File: src/sv/bbps_pkg.sv
// Shared constants for the buzzer beep pattern sequencer.
`timescale 1ns / 1ps

package bbps_pkg;

  localparam int unsigned PERIOD_BITS_DEF = 16;
  localparam int unsigned COUNT_BITS_DEF  = 16;

  localparam int unsigned ACTION_W = 2;
  localparam int unsigned FIELD_W  = 16;

  typedef enum logic [ACTION_W-1:0] {
    ACT_TICK  = 2'd0,
    ACT_START = 2'd1,
    ACT_STOP  = 2'd2,
    ACT_NONE  = 2'd3
  } action_t;

endpackage

File: src/sv/buzzer_beep_pattern_sequencer.sv
// The result word for an item is registered and shown in the cycle after the item is accepted.
// Throughput: one item per cycle unless held; each needs only compares and decrements.
// The input is held only while the single output register holds a word that is not taken.
// Reset (rst_n low, synchronous) clears all counters and reload values, drops the pin
// and empties the output register.
`timescale 1ns / 1ps

module buzzer_beep_pattern_sequencer
  import bbps_pkg::*;
#(
  parameter int unsigned PERIOD_BITS = PERIOD_BITS_DEF,
  parameter int unsigned COUNT_BITS  = COUNT_BITS_DEF
) (
  input  logic               clk,
  input  logic               rst_n,
  input  logic               in_valid,
  output logic               in_ready,
  input  logic [ACTION_W-1:0] in_action,
  input  logic [FIELD_W-1:0] in_on_ticks,
  input  logic [FIELD_W-1:0] in_off_ticks,
  input  logic [FIELD_W-1:0] in_repeat_count,
  output logic               out_valid,
  input  logic               out_ready,
  output logic               out_buzzer_on,
  output logic               out_pattern_active
);

  localparam logic [31:0] PERIOD_MAX = 32'((64'd1 << PERIOD_BITS) - 64'd1);
  localparam logic [31:0] COUNT_MAX  = 32'((64'd1 << COUNT_BITS) - 64'd1);
  localparam logic [PERIOD_BITS-1:0] P_ONE = PERIOD_BITS'(1);
  localparam logic [COUNT_BITS-1:0]  C_ONE = COUNT_BITS'(1);

  logic [PERIOD_BITS-1:0] on_reload_r, on_reload_nxt;
  logic [PERIOD_BITS-1:0] on_left_r, on_left_nxt;
  logic [PERIOD_BITS-1:0] off_reload_r, off_reload_nxt;
  logic [PERIOD_BITS-1:0] off_left_r, off_left_nxt;
  logic [COUNT_BITS-1:0]  beeps_left_r, beeps_left_nxt;
  logic                   pin_r, pin_nxt;

  logic out_valid_r, out_valid_nxt;
  logic buzzer_r, buzzer_nxt;
  logic active_r, active_nxt;

  logic [31:0] on_ext, off_ext, cnt_ext;
  logic [PERIOD_BITS-1:0] on_sat, off_sat;
  logic [COUNT_BITS-1:0]  cnt_sat;
  logic [PERIOD_BITS-1:0] on_work;
  logic                   accept;
  action_t                action;

  assign accept   = in_valid && in_ready;
  assign in_ready = !out_valid_r || out_ready;
  assign action   = action_t'(in_action);

  // Start values wider than the counters saturate to the counter maximum.
  assign on_ext  = {16'd0, in_on_ticks};
  assign off_ext = {16'd0, in_off_ticks};
  assign cnt_ext = {16'd0, in_repeat_count};
  assign on_sat  = (on_ext > PERIOD_MAX) ? PERIOD_MAX[PERIOD_BITS-1:0]
                                         : on_ext[PERIOD_BITS-1:0];
  assign off_sat = (off_ext > PERIOD_MAX) ? PERIOD_MAX[PERIOD_BITS-1:0]
                                          : off_ext[PERIOD_BITS-1:0];
  assign cnt_sat = (cnt_ext > COUNT_MAX) ? COUNT_MAX[COUNT_BITS-1:0]
                                         : cnt_ext[COUNT_BITS-1:0];

  always_comb begin
    on_reload_nxt  = on_reload_r;
    on_left_nxt    = on_left_r;
    off_reload_nxt = off_reload_r;
    off_left_nxt   = off_left_r;
    beeps_left_nxt = beeps_left_r;
    pin_nxt        = pin_r;
    on_work        = on_left_r;

    case (action)
      ACT_TICK: begin
        if (off_left_r > P_ONE) begin
          off_left_nxt = off_left_r - P_ONE;
        end else begin
          // The last gap tick restarts sounding and also counts the on phase.
          if (off_left_r == P_ONE) begin
            pin_nxt      = 1'b1;
            off_left_nxt = '0;
            on_work      = on_reload_r;
          end
          if (on_work == P_ONE) begin
            on_left_nxt = '0;
            pin_nxt     = 1'b0;
            if (beeps_left_r == C_ONE) begin
              beeps_left_nxt = '0;
            end else if (beeps_left_r > C_ONE) begin
              beeps_left_nxt = beeps_left_r - C_ONE;
              off_left_nxt   = off_reload_r;
            end
          end else if (on_work > P_ONE) begin
            on_left_nxt = on_work - P_ONE;
          end else begin
            on_left_nxt = on_work;
          end
        end
      end
      ACT_START: begin
        if (on_left_r == '0 && in_on_ticks != '0 && in_off_ticks != '0
            && in_repeat_count != '0) begin
          on_reload_nxt  = on_sat;
          on_left_nxt    = on_sat;
          off_reload_nxt = off_sat;
          off_left_nxt   = '0;
          beeps_left_nxt = cnt_sat;
          pin_nxt        = 1'b1;
        end
      end
      ACT_STOP: begin
        if (on_left_r != '0 || off_left_r != '0 || beeps_left_r != '0) begin
          on_left_nxt    = '0;
          off_left_nxt   = '0;
          beeps_left_nxt = '0;
          pin_nxt        = 1'b0;
        end
      end
      default: begin
      end
    endcase
  end

  always_comb begin
    out_valid_nxt = out_valid_r;
    buzzer_nxt    = buzzer_r;
    active_nxt    = active_r;
    if (accept) begin
      out_valid_nxt = 1'b1;
      buzzer_nxt    = pin_nxt;
      active_nxt    = (on_left_nxt != '0) || (off_left_nxt != '0)
                      || (beeps_left_nxt != '0);
    end else if (out_ready) begin
      out_valid_nxt = 1'b0;
    end
  end

  always_ff @(posedge clk) begin
    if (!rst_n) begin
      on_reload_r  <= '0;
      on_left_r    <= '0;
      off_reload_r <= '0;
      off_left_r   <= '0;
      beeps_left_r <= '0;
      pin_r        <= 1'b0;
      out_valid_r  <= 1'b0;
    end else begin
      if (accept) begin
        on_reload_r  <= on_reload_nxt;
        on_left_r    <= on_left_nxt;
        off_reload_r <= off_reload_nxt;
        off_left_r   <= off_left_nxt;
        beeps_left_r <= beeps_left_nxt;
        pin_r        <= pin_nxt;
      end
      out_valid_r <= out_valid_nxt;
    end
  end

  // Result word payload needs no reset.
  always_ff @(posedge clk) begin
    buzzer_r <= buzzer_nxt;
    active_r <= active_nxt;
  end

  assign out_valid          = out_valid_r;
  assign out_buzzer_on      = buzzer_r;
  assign out_pattern_active = active_r;

endmodule
File: config.mk
export PLATFORM = sky130hd
export DESIGN_NAME = buzzer_beep_pattern_sequencer
export DESIGN_NICKNAME = d
export VERILOG_FILES = /design/src/sv/bbps_pkg.sv /design/src/sv/buzzer_beep_pattern_sequencer.sv
export SDC_FILE = /design/constraint.sdc
export NUM_CORES = 1
export LEC_CHECK = 0
export BUFFER_PORTS_ARGS = -buffer_cell sky130_fd_sc_hd__buf_2
export CAP_MARGIN = 30
export CORE_UTILIZATION = 35
export CTS_CLUSTER_DIAMETER = 50
export DETAILED_ROUTE_END_ITERATION = 10
export PLACE_DENSITY = 0.56
export SLEW_MARGIN = 10
export SYNTH_ARGS = -nofsm -noshare
export SYNTH_HDL_FRONTEND = slang
export SYNTH_SLANG_ARGS = --single-unit
File: constraint.sdc
create_clock -name clk -period 13.79 [get_ports clk]
set_clock_uncertainty 0.2 [all_clocks]
set_input_delay 1.379 -clock clk [delete_from_list [all_inputs] [get_ports clk]]
set_output_delay 1.379 -clock clk [all_outputs]
set_load 0.02 [all_outputs]
==> results of run 1 <==
-- critical path, delay by kind of cell (launching register included) --
family	cells	cell delay, ps
flops	1	490
mux	1	340
xor+xnor	1	180
compound gates	2	660
fa+ha+maj	2	610
simple gates	9	2960
-- routing by layer --
layer  track usage  routed length, um  up-vias
met5             0                  0        -
met4        0.1199                902        0
met3       0.05293               1843       69
met2        0.4067              10210      371
met1        0.3629              10720     3227
li1              -                  -     3273
-- path summary, 6_finish.rpt --
path | to | cells after the start
max | out_pattern_active | 15
min | off_reload_r[6] | 2
max reg2reg | out_pattern_active | 15
min reg2reg | off_reload_r[6] | 2
-- cell usage in the layout, fill, tap and decap left out, types with 5 or more instances in the layout --
cell type and instances:
xor2_1 14, nand3_1 26, nor3_1 31, nor3b_1 7
clkbuf_16 9, buf_2 57, o31ai_1 10, mux2i_1 12
nand4b_1 5, dfxtp_1 82, inv_1 11, a21oi_1 91
buf_4 13, nand2_1 128, and3_1 9, and2_1 10
nor4_1 33, ha_1 6, o211ai_1 7, nor4b_1 7
xnor2_1 15, or4_1 9, nor2_1 103, o21ai_0 24
or3_1 7, o21ai_1 7, a211oi_1 25, a22oi_1 7
nand4_1 31
-- registers in the layout (all words and copies together), names as in the netlist --
register / cells
pin_r: 1
on_reload_r: 16
off_reload_r: 16
off_left_r: 16
out_valid: 1
out_buzzer_on: 1
beeps_left_r: 16
out_pattern_active: 1
on_left_r: 16
-- report_power, final --
group | leakage (nW) | switching (mW) | internal [mW]
Clock | 0.146 | 0.118 | 0.131
Combinational | 1.66 | 0.171 | 0.0981
Sequential | 0.684 | 0.0199 | 0.255
-- cell type report --
type | instances | area [um2] | share of cell area
Multi-Input combinational cell | 713 | 4193 | 0.6075
Sequential cell | 84 | 1702 | 0.2466
Timing Repair Buffer | 70 | 382.9 | 0.05547
Tap cell | 225 | 281.5 | 0.04079
Clock buffer | 10 | 239.0 | 0.03463
Clock inverter | 6 | 55.05 | 0.007977
Inverter | 13 | 48.80 | 0.007070
-- metrics by stage --
stage / instance area [um2] / utilization
after floorplan: 6151 / -
after global placement: 6600 / 0.3829
after detailed placement: 6600 / 0.3829
after CTS: 6894 / 0.4000
after global routing: 6902 / 0.4004
final: 6902 / 0.4004
-- logic make-up after synthesis --
logic type / count (synthesis) / synth area share
mux: 14 / 0.02319
fa+ha+maj: 6 / 0.01220
xor+xnor: 29 / 0.04129
flops: 84 / 0.2766
simple gates: 440 / 0.3651
buf+inv: 68 / 0.04333
compound gates: 224 / 0.2382
==> impl_metrics.yaml, run 1 <==
status:
  status: "finished clean"
layout:
  diodes: 0
  fin_cells: 1121
  area_delta_synth_final_pct: 12.21
  nets: 951
  drive_gt1_frac: 0.1217
  fillers: 1871
sta:
  rsz0062_at_grt: "no"
  setup_slack_ps: 8100
  setup_tns_ps: 0
  period_minus_slack_ps: 5690
  hold_ws_ps: 262.2
  worst_pin_slew_ps: 1054
  slew_headroom: 0.2918
  setup_viol: 0
  hold_viol_final: 0
  max_freq_mhz: 175.8
  post-route-period-util: 0.4126
  slew_violations: 0
setup_path:
  cp_max_fo: 11
  cp-startpoint: "off_left_r[0]"
  cp.arrival_ps: 5580
  cp_cell_sequence: "ha_1 -> nor3b_1 -> and4_1 -> mux2i_1 -> ha_1 -> or4b_2 -> a2111oi_0 -> xnor2_1 -> nand2_1 -> o211ai_1 -> nand2_1 -> nor4_1 -> nand4b_1 -> nor4_1 -> nand4_1"
  worstSetupPathType: "register to register"
  crit_path_start_kind: "register"
  crit_path_end_kind: "register"
  required_ps: 13680
  crit_path_max_incr_delay_ps: 670
  r2r_setup_slack_ps: 8100
  slowest_stage: "or4b_2"
  r2r-start: "off_left_r[0]"
min_path:
  worstHoldStart: "off_reload_r[6]"
  hold_class: "register to register"
die:
  die_w_um: 134.6
  dieArea_um2: 18110
  initial_core_util: 0.3569
  rows: 48
  die_y_um: 134.6
  pin_count: 58
  core_area_um2: 17240
logic_synthesis:
  netlist.area_leader.share: 0.2669
  synth-seq-cells: 84
  synthTopCellsByCount: "nand2_1, nor2_1, a21oi_1, dfxtp_1, clkbuf_1"
  synthMostInstantiatedCell: "nand2_1"
  synthDistinctLibCells: 72
  synth-seq-area-share: 0.2766
  yosys.area.top_type: "dfxtp_1"
  ys_warn_count: 0
  synthesis.area_um2: 6151
  synthArstFlopShare: 0
  synth_edf_count: 2
  ys.flop_type: "dfxtp_1"
  synth_cells: 865
  syn_area_per_cell_um2: 7.111
  syn_nets: 925
  synth_area_leaders: "dfxtp_1, nand2_1, a21oi_1"
drt:
  drtIter0Drc: 719
  vias: 6940
  routedWlPerCell_um: 21.13
  drt_wl_total_um: 23680
  postRouteAntennaNets: 0
  first_pass_iters: 5
  drt-vias-per-instance: 6.191
  drc_errors: 0
grt:
  grt_pass1_wl_um: 36850
  gr-total-overflow: 0
  grt_pass1_vias: 6285
  gr-usage-all-layers: 0.2669
  antenna_found_initial: 0
  grt_max_degree: 77
clock_tree:
  cts.clk_slew.worst_paths_ps: 70
  cts_buffer_depth: 2
  cts_resized: 0
  numCtsBuffers: 9
  post_cts_buffers: 0
  htree_levels: 3
  cts-hold-fix-buffers: 0
  cts.sinks: 84
  cts_root_buf: "clkbuf_16"
  insertion_delay_ps: 360
  tritoncts: "built"
power:
  power_mw: 0.7935
  power.density_nw_per_um2: 115.0
  ir_drop_uv: 62.65
  leakagePower_nw: 2.489
placed_design:
  gp_congestion: 0.9304
  port_buffers: 57
  place_hpwl_um: 17460
  dp_cells: 1104
  place_ws_ps: 8249
flow_run:
  drv_cap: 0
No activity file was read; power rests on OpenSTA's default activity.
==> run 2: changes to the inputs <==
--- a/config.mk
+++ b/config.mk
@@ -10,7 +10,7 @@
 export CORE_UTILIZATION = 35
 export CTS_CLUSTER_DIAMETER = 50
 export DETAILED_ROUTE_END_ITERATION = 10
-export PLACE_DENSITY = 0.56
+export PLACE_DENSITY = 0.58
 export SLEW_MARGIN = 10
 export SYNTH_ARGS = -nofsm -noshare
 export SYNTH_HDL_FRONTEND = slang
==> constraint.sdc (replaced) <==
create_clock -name clk -period 4.59 [get_ports clk]
set_clock_uncertainty 0.2 [all_clocks]
set_input_delay 0.459 -clock clk [delete_from_list [all_inputs] [get_ports clk]]
set_output_delay 0.459 -clock clk [all_outputs]
set_load 0.02 [all_outputs]
==> impl_metrics.yaml, run 2 (synthesized netlist as in run 1, its figures left out) <==
clock_tree:
  htree_levels: 3
  cts-hold-fix-buffers: 0
  numCtsBuffers: 9
  cts.clk_slew.worst_paths_ps: 70
  cts.sinks: 84
  post_cts_buffers: 0
  insertion_delay_ps: 360
  cts_root_buf: "clkbuf_16"
  tritoncts: "built"
  cts_buffer_depth: 2
die:
  rows: 48
  die_w_um: 134.6
  die_y_um: 134.6
  pin_count: 58
  core_area_um2: 17240
  initial_core_util: 0.3569
  dieArea_um2: 18110
layout:
  fin_cells: 1176
  fin_area_um2: 7418
  mostFrequentLayoutCell: "nand2_1"
  fillers: 1786
  drive_gt1_frac: 0.1861
  diodes: 0
  mostFrequentLayoutCells: "nand2_1, nor2_1, a21oi_1"
  area_delta_synth_final_pct: 20.61
  nets: 1006
power:
  leakagePower_nw: 2.786
  ir_drop_uv: 249.2
  power.density_nw_per_um2: 336.5
sta:
  slew_headroom: 0.3771
  max_freq_mhz: 232.1
  post-route-period-util: 0.9388
  setup_viol: 0
  hold_viol_final: 0
  slew_violations: 0
  setup_slack_ps: 280.9
  period_minus_slack_ps: 4309
  worst_pin_slew_ps: 927.2
setup_path:
  crit_path_start_kind: "register"
  cp_max_fo: 5
  crit_path_max_incr_delay_ps: 410
  r2r_cells: 17
  cp.arrival_ps: 4200
  r2r_setup_slack_ps: 280
  crit_path_end_kind: "register"
  cp_cell_sequence: "inv_1 -> ha_1 -> nor3b_4 -> and4_4 -> mux2i_2 -> ha_1 -> buf_4 -> or3b_1 -> a311oi_4 -> nand3_1 -> xnor2_1 -> o211ai_1 -> nand2_1 -> nor4_2 -> nand4b_1 -> nor4_2 -> nand4_1"
  worstSetupPathType: "register to register"
  reg2reg_to: "out_pattern_active"
  required_ps: 4480
  cp-startpoint: "off_left_r[1]"
  slowest_stage: "or3b_1"
  r2r-start: "off_left_r[1]"
flow_run:
  drv_cap: 0
grt:
  gr-usage-all-layers: 0.2853
  antenna_found_initial: 0
  gr-total-overflow: 0
  grt_max_degree: 53
  grt_pass1_vias: 6704
  grt_pass1_wl_um: 39450
drt:
  vias: 7184
  postRouteAntennaNets: 0
  first_pass_iters: 5
  drtIter0Drc: 800
  drt-vias-per-instance: 6.109
  routedWlPerCell_um: 21.37
  drt_wl_total_um: 25130
  drc_errors: 0
placed_design:
  place_ws_ps: -144.0
  port_buffers: 57
  place_hpwl_um: 18960
  gp_congestion: 1.028
  postPlaceCellArea_um2: 7020
  dp_cells: 1160
min_path:
  min_path_cells: 3
  hold_class: "primary input to register"
  worstHoldStart: "in_off_ticks[13]"
  min_to: "off_reload_r[13]"
status:
  status: "finished clean"
==> run 2: cell types whose count changed in the layout (fill, tap and decap cells not counted), moves of 2 or more <==
cell / previous run / this run
a211oi_1: 25 / 23
buf_4: 13 / 67
nor3b_2: 0 / 2
a211oi_2: 0 / 2
a311oi_1: 3 / 1
nor4_1: 33 / 31
a2111oi_0: 2 / 0
nor4_2: 2 / 4
nor3b_1: 7 / 4
==> run 2: layout make-up <==
cell class	count	area (um2)	share of cell area
Clock buffer	10	239.0	0.03221
Inverter	13	48.80	0.006578
Multi-Input combinational cell	713	4294	0.5789
Clock inverter	6	53.80	0.007252
Tap cell	225	281.5	0.03795
Timing Repair Buffer	125	799.5	0.1078
Sequential cell	84	1702	0.2294
==> run 2: what timing repair did <==
action | 4_1_cts | 5_1_grt
setup endpoints to repair | 1 | 1
resized for setup | 5 | 15
pin swaps | 0 | 2
==> run 2: metal layers <==
metal	part of all wire	wire length, um	track usage
met4	0.032	800	0.1067
met5	0	0	0
met1	0.43	10800	0.3792
met2	0.44	11060	0.4462
met3	0.098	2468	0.06907
==> run 2: worst max-delay path, delay by kind of cell (launching register included) <==
family                     cells  cell delay (ps)
and+or+nand+nor                9             2070
AOI/OAI and AO/OA              2              480
adders and majority gates      2              380
DFF                            1              310
muxes                          1              250
buffers and inverters          2              200
xor gates and xnor gates       1              140
==> run 2: through the flow <==
stage	utilization	power, mW	hold WS [ps]	TNS, ps
final	0.4304	2.496	145.3	0
after global routing	0.4304	2.615	142.3	-51.40
after CTS	0.4257	2.464	132.6	0
after detailed placement	0.4073	1.711	247.6	-144.0
after global placement	0.4066	1.715	239.7	0
after floorplan	-	1.381	227.4	0
==> run 2: worst max path at each step <==
stage / endpoint / slack, ps
final: out_pattern_active / 280
after floorplan: out_pattern_active / 30
after global placement: out_pattern_active / 30
after global routing: out_pattern_active / -50
after CTS: out_pattern_active / 90
after detailed placement: out_pattern_active / -140
==> run 2: power by group <==
part | switching [mW] | total, mW | internal, mW
registers | 0.0457 | 0.812 | 0.766
logic | 0.572 | 0.941 | 0.369
clock network | 0.350 | 0.744 | 0.394
